**config.mk**
```make
export PLATFORM = sky130hd
export DESIGN_NAME = mlr_divider
export DESIGN_NICKNAME = d
export VERILOG_FILES = /design/src/hw/rtl/mlr_pkg.sv /design/src/hw/rtl/mlr_divider.sv
export SDC_FILE = /design/constraint.sdc
export NUM_CORES = 1
export LEC_CHECK = 0
export ABC_CLOCK_PERIOD_IN_PS = 2850
export BUFFER_PORTS_ARGS = -buffer_cell sky130_fd_sc_hd__buf_2
export CAP_MARGIN = 15
export CORE_MARGIN = 1
export CORE_UTILIZATION = 30
export DETAILED_ROUTE_END_ITERATION = 10
export MAX_ROUTING_LAYER = met4
export SETUP_SLACK_MARGIN = 0.4
export SKIP_LAST_GASP = 1
export SYNTH_ARGS = -nofsm -noshare
export SYNTH_HDL_FRONTEND = slang
export SYNTH_SLANG_ARGS = --single-unit
```
**constraint.sdc**
```tcl
create_clock -name clk_i -period 2.85 [get_ports clk_i]
set_clock_uncertainty 0.1 [all_clocks]
set_input_delay 0 -clock clk_i [delete_from_list [all_inputs] [get_ports clk_i]]
set_output_delay 0 -clock clk_i [all_outputs]
set_load 0.02 [all_outputs]
```
**src/hw/rtl/mlr_pkg.sv**
```systemverilog
package mlr_pkg;

  // Breakpoint table geometry.
  localparam int unsigned TableDepth = 1024;
  localparam int unsigned AddrW      = $clog2(TableDepth);
  localparam int unsigned CountW     = AddrW + 1;

  // Q16.16 datapath widths.
  localparam int unsigned DataW = 32;
  localparam int unsigned ProdW = 2 * DataW;

  // Opcodes of an input request.
  localparam logic OpLoad  = 1'b0;
  localparam logic OpQuery = 1'b1;

  // Largest quotient that can still matter before the final saturation.
  localparam logic [DataW+1:0] QuotSat = {2'b10, {DataW{1'b0}}};

  typedef enum logic [3:0] {
    StIdle,
    StWalkRd,
    StWalkChk,
    StLoRd,
    StPrep,
    StMul,
    StDiv,
    StDivWait,
    StFin,
    StOut
  } state_e;

endpackage

```
**src/hw/rtl/mlr_divider.sv**
```systemverilog
module mlr_divider (
  input  logic                            clk_i,
  input  logic                            rst_ni,
  input  logic                            start_i,
  input  logic [mlr_pkg::ProdW-1:0]       dividend_i,
  input  logic [mlr_pkg::DataW-1:0]       divisor_i,
  output logic                            done_o,
  output logic [mlr_pkg::ProdW-1:0]       quotient_o
);

  localparam int unsigned CntW = $clog2(mlr_pkg::ProdW);

  logic                         busy_q;
  logic                         done_q;
  logic [CntW-1:0]              cnt_q;
  logic [mlr_pkg::ProdW-1:0]    quo_q;
  logic [mlr_pkg::DataW-1:0]    rem_q;
  logic [mlr_pkg::DataW-1:0]    div_q;
  logic [mlr_pkg::DataW:0]      rem_sh;
  logic [mlr_pkg::DataW:0]      rem_sub;
  logic                         qbit;

  // One restoring step per cycle, one quotient bit at a time.
  assign rem_sh  = {rem_q, quo_q[mlr_pkg::ProdW-1]};
  assign rem_sub = rem_sh - {1'b0, div_q};
  assign qbit    = (rem_sh >= {1'b0, div_q});

  always_ff @(posedge clk_i or negedge rst_ni) begin
    if (!rst_ni) begin
      busy_q <= 1'b0;
      done_q <= 1'b0;
      cnt_q  <= '0;
    end else begin
      done_q <= 1'b0;
      if (start_i) begin
        busy_q <= 1'b1;
        cnt_q  <= '0;
      end else if (busy_q) begin
        cnt_q <= cnt_q + CntW'(1);
        if (cnt_q == CntW'(mlr_pkg::ProdW - 1)) begin
          busy_q <= 1'b0;
          done_q <= 1'b1;
        end
      end
    end
  end

  always_ff @(posedge clk_i) begin
    if (start_i) begin
      quo_q <= dividend_i;
      rem_q <= '0;
      div_q <= divisor_i;
    end else if (busy_q) begin
      quo_q <= {quo_q[mlr_pkg::ProdW-2:0], qbit};
      rem_q <= qbit ? rem_sub[mlr_pkg::DataW-1:0] : rem_sh[mlr_pkg::DataW-1:0];
    end
  end

  assign done_o     = done_q;
  assign quotient_o = quo_q;

endmodule

```
==> results of run 1 <==
## cells by family after synthesis
group / synth area share
multiplexers: 0.138
AO/OA/AOI/OAI: 0.128
XOR/XNOR: 0.0370
buffers and inverters: 0.0418
flip-flops: 0.508
AND/OR/NAND/NOR: 0.0889
adder cells (fa/ha/maj): 0.0591
## critical path: stages (launching register included)
cell	delay, ns
edfxtp_1	0.36
inv_1	0.05
ha_2	0.19
fa_2	0.37
nor2b_4	0.16
o21bai_4	0.08
a211oi_4	0.30
o21ai_2	0.11
a31o_1	0.24
a311o_1	0.28
o21a_1	0.20
mux2_1	0.30
o311ai_1	0.07
## layer usage
layer / up-vias / global-route usage / part of all wire
met1: 2839 / 0.198 / 0.44
li1: 2928 / - / -
met2: 172 / 0.290 / 0.50
met5: - / - / 0
met3: 16 / 0.0340 / 0.048
met4: 0 / 0.0476 / 0.012
## report_power, final
group | switching (mW) | internal, mW | leakage [nW]
Clock | 0.952 | 1.51 | 0.317
Sequential | 0.240 | 2.47 | 1.36
Combinational | 2.02 | 2.26 | 2.95
Total | 3.21 | 6.24 | 4.62
## sequential cells by signal, indices dropped and copies added (netlist names)
name and count:
quotient_o 64, div_q 32, cnt_q 6, done_o 1, busy_q 1, rem_q 32
## stage by stage
step	total power, mW	worst slack (ns)	TNS [ns]	cells
after detailed placement	5.78	-0.0546	-0.0765	1111
after CTS	9.04	-0.0388	-0.0388	1262
after global placement	5.76	-0.00169	-0.00169	1111
final	9.44	-0.0486	-0.0558	1271
after floorplan	4.98	-0.0469	-0.0469	629
after global routing	9.96	-0.194	-1.87	1271
## worst paths after layout
kind	from	endpoint	slack (ns)	cells past startpoint
min in group asynchronous	rst_ni	done_o	0.47	3
min reg2reg	rem_q[9]	rem_q[9]	0.37	2
max in group asynchronous	rst_ni	cnt_q[4]	1.91	3
min	start_i	div_q[30]	0.08	1
max reg2reg	quotient_o[63]	rem_q[30]	-0.05	12
max	quotient_o[63]	rem_q[30]	-0.05	12
## placed cells by master (no fill, tap or decap), drive strengths merged, types with 4 or more instances in the layout
cell type and instances:
a211oi 20, a21o 15, a21oi 37, a31oi 4, buf 221, bufinv 4, clkbuf 17, dfrtp 8
dfxtp 32, dlygate4sd3 98, edfxtp 96, ha 33, inv 47, mux2 67, mux2i 25, nand2 47
nand3 5, nand4 8, nor2 47, nor3 9, o211ai 4, o21a 6, o21ai 27, o21bai 4
xnor2 16, xor2 15
## area by class of cell
cell class	instances	area, um^2	area share
clock buffer	17	425	0.0388
clock inverter	15	225	0.0205
inverter	38	143	0.0130
multi-input combinational	427	3600	0.328
sequential	136	3720	0.340
tap	319	399	0.0364
timing repair buffer	319	2450	0.224
## timing repair
item / in CTS / in global routing
pin swaps: 7 / 22
resized for setup: 33 / 42
hold buffers: 98 / 0
buffers inserted: 16 / 9
cloned: 5 / 0
endpoints found under the hold margin: 104 / 0
setup endpoints to repair: 33 / 33
==> impl_metrics.py, run 1 <==
metrics = {
    "route": {
        "drc_errors": 0,
        "ant_nets": 0,
        "drt-initial-drc-count": 209,
        "num_vias": 5955,
        "wl_per_cell_um": 15.5,
        "vias_per_cell": 4.69,
        "routed_wl_um": 19700,
        "drt_pre_antenna_iters": 5,
    },
    "setup_path": {
        "worstSetupPathType": "reg2reg",
        "cp_max_fo": 4,
        "cp.arrival_ns": 3.12,
        "required_ns": 3.07,
        "start_kind": "register",
        "critPathCaptureType": "register",
    },
    "clock_network": {
        "cts_made_buffers": 17,
        "cts-root-buf": "clkbuf_16",
        "cts.path.max_buffers": 2,
        "numClockSinks": 136,
        "htree_num_levels": 4,
        "worstSkewPairLatency_ns": 0.42,
        "cts.clk_slew.worst_paths_ns": 0.06,
        "cts_tree": "done",
    },
    "layout": {
        "drive_above_1_share": 0.408,
        "n_antenna_cell": 0,
        "design_area_um2": 11000,
        "nNetsFinal": 1072,
        "syn2layout_area_growth_pct": 49.6,
        "fill_cells": 2233,
        "final_core_util": 0.463,
    },
    "hold_path": {
        "hold_class": "in2reg",
    },
    "power_and_ir_drop": {
        "irDropWorstVdd_v": 0.000570,
        "powerDensity_nw_per_um2": 861,
        "p_leak_nw": 4.62,
    },
    "synthesis": {
        "syn_area_um2": 7330,
        "ys.flop_type": "edfxtp_1",
        "synthesis.nets": 762,
        "ys_warn_count": 0,
        "synth.distinct_cells": 72,
        "synth_top_area_share": 0.393,
        "syn_area_per_cell_um2": 11.7,
        "synth_edf_count": 96,
        "synthCells": 629,
        "async_flop_share": 0.0588,
        "ys_seq_elements": 136,
        "yosys-top-cells-area": "edfxtp_1, mux2_2, dfxtp_1",
        "yosysTopAreaCell": "edfxtp_1",
        "synth.most_common_cell": "edfxtp_1",
        "ys_seq_area_frac": 0.508,
        "synth_commonest_cells": "edfxtp_1, mux2_2, nor2_1",
    },
    "sta": {
        "tightest_slew_ns": 0.715,
        "slew_viol_final": 0,
        "post-route-period-util": 1.02,
        "slew_headroom": 0.523,
        "rsz0062_at_grt": "true",
        "fin_ws_ns": -0.0486,
        "finalSetupViolCount": 2,
        "hold_slack_ns": 0.0831,
        "fmax_mhz": 345,
        "hold_violations": 0,
        "fin_crit_ns": 2.90,
    },
    "global_route": {
        "grt_max_degree": 56,
        "grt_pass1_wl_um": 31400,
        "overflow": 0,
        "antenna_found_initial": 0,
        "first_global_vias": 6281,
        "grt.total_usage": 0.168,
    },
    "placed_design": {
        "port_buffers": 163,
        "gp_congestion": 0.861,
        "place_area_um2": 8670,
        "detailed_place_hpwl_um": 12800,
    },
    "die": {
        "start_util": 0.309,
        "die_area_um2": 25100,
        "die_y_um": 158,
        "fp-row-count": 56,
        "die_x_um": 158,
        "io_pins": 164,
        "coreArea_um2": 23700,
    },
    "run_status": {
        "failed_checks": "setup timing",
        "outcome": "complete, but fails checks",
    },
    "job": {
        "cap_violations": 0,
    },
}
Power figures use the tool's default switching activity.
==> run 2, diff against run 1 <==
- CELL_PAD_IN_SITES_DETAIL_PLACEMENT: unset -> 0
- CELL_PAD_IN_SITES_GLOBAL_PLACEMENT: unset -> 1
- CORE_UTILIZATION: 30 -> 39
- PLACE_DENSITY_LB_ADDON: unset -> 0.1
==> run 2 against run 1 <==
Net effect:
- via count increased by 0.65%
- the flow still finishes with violations (setup timing)
- clock power decreased by 13%
- worst hold slack got worse by 0.049 ns
- flip-flop and latch count unchanged
- highest routed layer unchanged
- critical endpoint is now rem_q[28]
==> impl_metrics.py, run 2 (same netlist as run 1, synthesis figures left out) <==
metrics = {
    "layout": {
        "nNetsFinal": 1078,
        "largest_reg_flops": 64,
        "design_area_um2": 10700,
        "drive_above_1_share": 0.404,
        "layout_common_cells": "buf_2, dlygate4sd3_1, edfxtp_1",
        "stdcell_count": 1187,
        "n_antenna_cell": 0,
        "layout_commonest_cell": "buf_2",
        "syn2layout_area_growth_pct": 46.4,
    },
    "setup_path": {
        "cp_cell_sequence": "ha_4 > fa_2 > nor2b_4 > o21bai_4 > a211oi_4 > buf_4 > o31ai_2 > nand2_1 > a41oi_2 > o21ai_2 > mux2_4 > a311oi_2",
        "slowest_delay_ns": 0.42,
        "rrSetupSlack_ns": -0.09,
        "cp_top_family": "compound AO/OA/AOI/OAI gates",
        "crit_slowest_cell": "edfxtp_1",
        "start_kind": "register",
        "path_depth": 12,
        "worstSetupPathType": "reg2reg",
        "reg2reg_depth": 12,
        "critPathCaptureType": "register",
        "path_buf_inv": 1,
        "cp_max_fo": 3,
        "required_ns": 3.08,
        "cp.arrival_ns": 3.17,
    },
    "global_route": {
        "grt_max_degree": 65,
        "antenna_found_initial": 0,
        "grt.total_usage": 0.213,
        "grt_pass1_wl_um": 31300,
        "first_global_vias": 6491,
        "overflow": 0,
    },
    "clock_network": {
        "htree_num_levels": 4,
        "worstSkewPairLatency_ns": 0.42,
        "cts.clk_slew.worst_paths_ns": 0.06,
        "cts_tree": "done",
        "cts-root-buf": "clkbuf_16",
        "cts.path.max_buffers": 2,
        "numClockSinks": 136,
        "cts_made_buffers": 17,
    },
    "sta": {
        "slew_headroom": 0.538,
        "hold_violations": 0,
        "fin_ws_ns": -0.0864,
        "finalSetupViolCount": 6,
        "fin_crit_ns": 2.94,
        "timing.setup.tns_ns": -0.175,
        "tightest_slew_ns": 0.692,
        "post-route-period-util": 1.03,
        "slew_viol_final": 0,
        "hold_slack_ns": 0.0342,
        "fmax_mhz": 341,
        "rsz0062_at_grt": "true",
    },
    "placed_design": {
        "port_buffers": 163,
        "detailed_place_hpwl_um": 12700,
        "gp_congestion": 0.819,
        "dp_slack_ns": -0.0774,
        "place_area_um2": 8610,
        "dp_cells": 1031,
    },
    "job": {
        "cap_violations": 0,
    },
    "die": {
        "coreArea_um2": 18200,
        "start_util": 0.403,
        "die_y_um": 139,
        "io_pins": 164,
        "die_x_um": 139,
        "fp-row-count": 49,
        "die_area_um2": 19300,
    },
    "hold_path": {
        "hold_depth": 2,
        "hold_class": "in2reg",
    },
    "power_and_ir_drop": {
        "powerDensity_nw_per_um2": 845,
        "p_leak_nw": 4.58,
        "irDropWorstVdd_v": 0.000454,
    },
    "route": {
        "wl_per_cell_um": 16.4,
        "drt_pre_antenna_iters": 6,
        "drc_errors": 0,
        "routed_wl_um": 19500,
        "num_vias": 5994,
        "drt-initial-drc-count": 252,
        "ant_nets": 0,
        "vias_per_cell": 5.05,
    },
    "run_status": {
        "failed_checks": "setup timing",
        "outcome": "complete, but fails checks",
    },
}
[run 2: cell types whose count changed in the layout (fill, tap and decap cells not counted), sizes merged]
cell | before | now
buf | 221 | 227
bufinv | 4 | 1
clkbuf | 17 | 18
clkinv | 1 | 2
clkinvlp | 1 | 3
inv | 47 | 46
[run 2: cell type report]
type | count | area [um^2]
Tap cell | 229 | 287
Clock buffer | 18 | 429
Timing Repair Buffer | 325 | 2480
Fill cell | 1507 | 7480
Sequential cell | 136 | 3720
Multi-Input combinational cell | 427 | 3530
Clock inverter | 14 | 138
Inverter | 38 | 143
[run 2: worst paths after layout]
check | to | startpoint
setup / recovery | rem_q[28] | div_q[0]
hold / removal | cnt_q[1] | start_i
setup reg to reg | rem_q[28] | div_q[0]
hold reg to reg | rem_q[9] | rem_q[9]
max in group asynchronous | cnt_q[5] | rst_ni
min in group asynchronous | cnt_q[3] | rst_ni
[run 2: per-layer routing]
metal  track usage  vias up  part of all wire
li1              -     2947                 -
met1         0.240     2856              0.44
met2         0.367      160              0.50
met3        0.0445       31             0.044
met4        0.0871        0             0.022
met5             -        -                 0
[run 2: per-stage QoR]
stage | utilization | total power, mW
after floorplan | - | 4.98
after global routing | 0.589 | 9.56
after detailed placement | 0.473 | 5.85
after CTS | 0.585 | 9.02
final | 0.589 | 9.07
after global placement | 0.473 | 5.82
[run 2: power breakdown]
group	switching, mW	internal (mW)	total [mW]
Sequential	0.238	2.47	2.71
Combinational	1.99	2.23	4.21
Clock	0.930	1.22	2.15
Total	3.16	5.92	9.07
[run 2: timing repair]
action / 4_1_cts / 5_1_grt
pin swaps: 33 / 9
gates cloned: 5 / 0
setup endpoints to repair: 33 / 33
hold buffers: 98 / 0
hold endpoints to repair: 104 / 0
gates resized for setup: 44 / 14
setup buffers: 19 / 2
==> run 3, diff against run 2 <==
- RECOVER_POWER: unset -> 50
==> run 3 against run 2 <==
Net effect:
- the flow still finishes with violations (setup timing)
- worst hold slack gained 0.15 ns
- sequential power is essentially flat
- critical path depth is the same
- sequential share of layout area grew 0.17 points
- non-clock buffer count is the same
- die area is the same
- via count grew 0.17%
- largest cell class unchanged
==> impl_metrics.py, run 3 (same netlist as run 1, synthesis figures left out) <==
metrics = {
    "run_status": {
        "outcome": "complete, but fails checks",
        "failed_checks": "setup timing",
    },
    "setup_path": {
        "cp.arrival_ns": 3.17,
        "cp_cell_sequence": "ha_4 > fa_2 > nor2b_4 > o21bai_4 > a211oi_4 > buf_4 > o31ai_2 > nand2_1 > a41oi_2 > o21ai_2 > mux2_4 > a311oi_2",
        "critPathCaptureType": "register",
        "required_ns": 3.08,
        "cp_max_fo": 3,
        "rrSetupSlack_ns": -0.09,
        "reg2reg_depth": 12,
        "rr_endpoint": "rem_q[28]",
        "worstSetupPathType": "reg2reg",
        "crit_slowest_cell": "edfxtp_1",
        "slowest_delay_ns": 0.42,
        "rr_startpoint": "div_q[0]",
        "start_kind": "register",
    },
    "global_route": {
        "grt_use_met1": 0.240,
        "met2_usage": 0.367,
        "use_met3": 0.0445,
        "first_global_vias": 6491,
        "grt_max_degree": 65,
        "grt.total_usage": 0.213,
        "grt_pass1_wl_um": 31300,
        "overflow": 0,
        "antenna_found_initial": 0,
        "grt.busiest_layer": "met2",
    },
    "clock_network": {
        "cts.path.max_buffers": 2,
        "cts_tree": "done",
        "numClockSinks": 136,
        "htree_num_levels": 4,
        "cts-root-buf": "clkbuf_16",
        "worstSkewPairLatency_ns": 0.42,
        "cts.clk_slew.worst_paths_ns": 0.06,
        "cts_made_buffers": 17,
    },
    "route": {
        "drt_pre_antenna_iters": 6,
        "wl_per_cell_um": 16.3,
        "drc_errors": 0,
        "ant_nets": 0,
        "num_vias": 6004,
        "drt-initial-drc-count": 245,
        "routed_wl_um": 19400,
        "vias_per_cell": 5.06,
    },
    "layout": {
        "syn2layout_area_growth_pct": 45.7,
        "drive_above_1_share": 0.361,
        "final_core_util": 0.587,
        "fill_cells": 1528,
        "n_antenna_cell": 0,
        "largest_reg_flops": 64,
        "nNetsFinal": 1078,
        "layout_common_cells": "buf_2, dlygate4sd3_1, edfxtp_1",
        "layout_commonest_cell": "buf_2",
    },
    "sta": {
        "fin_ws_ns": -0.0859,
        "rsz0062_at_grt": "true",
        "slew_headroom": 0.101,
        "finalSetupViolCount": 6,
        "post-route-period-util": 1.03,
        "timing.setup.tns_ns": -0.173,
        "hold_slack_ns": 0.185,
        "fin_crit_ns": 2.94,
        "tightest_slew_ns": 1.35,
        "hold_violations": 0,
        "fmax_mhz": 341,
        "slew_viol_final": 0,
    },
    "hold_path": {
        "min_from": "divisor_i[7]",
        "worstHoldEndpoint": "div_q[7]",
        "hold_depth": 2,
        "hold_class": "in2reg",
    },
    "die": {
        "die_y_um": 139,
        "start_util": 0.403,
        "die_x_um": 139,
        "io_pins": 164,
        "coreArea_um2": 18200,
        "fp-row-count": 49,
        "die_area_um2": 19300,
    },
    "power_and_ir_drop": {
        "finalPower_mw": 9.06,
        "p_sw_frac": 0.349,
        "power_frac_seq": 0.299,
        "combPwrFrac": 0.463,
        "clkPwrFrac": 0.238,
        "power.internal_mw": 5.90,
        "p_sw_mw": 3.16,
        "p_leak_nw": 4.47,
        "irDropWorstVdd_v": 0.000454,
        "powerDensity_nw_per_um2": 848,
    },
    "placed_design": {
        "detailed_place_hpwl_um": 12700,
        "gp_congestion": 0.819,
        "port_buffers": 163,
    },
    "job": {
        "cap_violations": 0,
    },
}
run 3: cell types whose count changed in the layout (fill, tap and decap cells not counted), sizes merged:
cell    before  now
buf        227  186
clkbuf      18   59
run 3: cell type report:
class / instances / area, um^2 / area share
timing repair buffer: 325 / 2430 / 0.228
tap: 229 / 287 / 0.0268
clock inverter: 14 / 138 / 0.0129
sequential: 136 / 3720 / 0.349
multi-input combinational: 427 / 3530 / 0.330
clock buffer: 18 / 429 / 0.0402
inverter: 38 / 143 / 0.0134
run 3: stage by stage:
| stage | setup WS [ns] | cell area, um^2 | instances |
|---|---|---|---|
| finish | -0.0859 | 10700 | 1187 |
| global route | -0.164 | 10700 | 1187 |
| CTS | -0.0285 | 10700 | 1185 |
| detailed placement | -0.0774 | 8610 | 1031 |
| global placement | -0.0545 | 8610 | 1031 |
| floorplan | -0.0469 | 7350 | 629 |
run 3: power groups by stage:
| stage | sequential (mW) | clock [mW] | combinational [mW] |
|---|---|---|---|
| 3_5_place_dp | 2.71 | 0 | 3.13 |
| 5_1_grt | 2.75 | 2.26 | 4.52 |
| 6_report | 2.71 | 2.15 | 4.20 |
| 3_3_place_gp | 2.71 | 0 | 3.11 |
| 2_1_floorplan | 2.81 | 0 | 2.17 |
| 4_1_cts | 2.70 | 2.21 | 4.11 |
run 3: routing by layer:
metal	routed length, um	vias to the layer above
li1	-	2947
met1	8480	2860
met2	9630	166
met3	862	31
met4	427	0
met5	0	-
run 3: what timing repair did:
action / 4_1_cts / 5_1_grt
endpoints found under the setup margin: 33 / 33
buffers inserted: 19 / 2
resized for setup: 44 / 14
hold buffers: 98 / 0
hold endpoints to repair: 104 / 0
gates cloned: 5 / 0
pin swaps: 33 / 9
run 3: worst max-delay path, delay by kind of cell (launching register included):
family	cells	cell delay, ns
simple gates	2	0.24
buf+inv	1	0.17
mux	1	0.32
compound gates	6	1.02
fa+ha+maj	2	0.55
flops	1	0.42
run 3: worst max path at each step:
| stage | startpoint | end | slack [ns] |
|---|---|---|---|
| final | div_q[0] | rem_q[28] | -0.09 |
| after global routing | div_q[0] | rem_q[28] | -0.16 |
| after CTS | div_q[0] | rem_q[28] | -0.03 |
| after detailed placement | div_q[0] | rem_q[30] | -0.08 |
| after global placement | div_q[11] | rem_q[30] | -0.05 |
| after floorplan | quotient_o[63] | rem_q[30] | -0.05 |
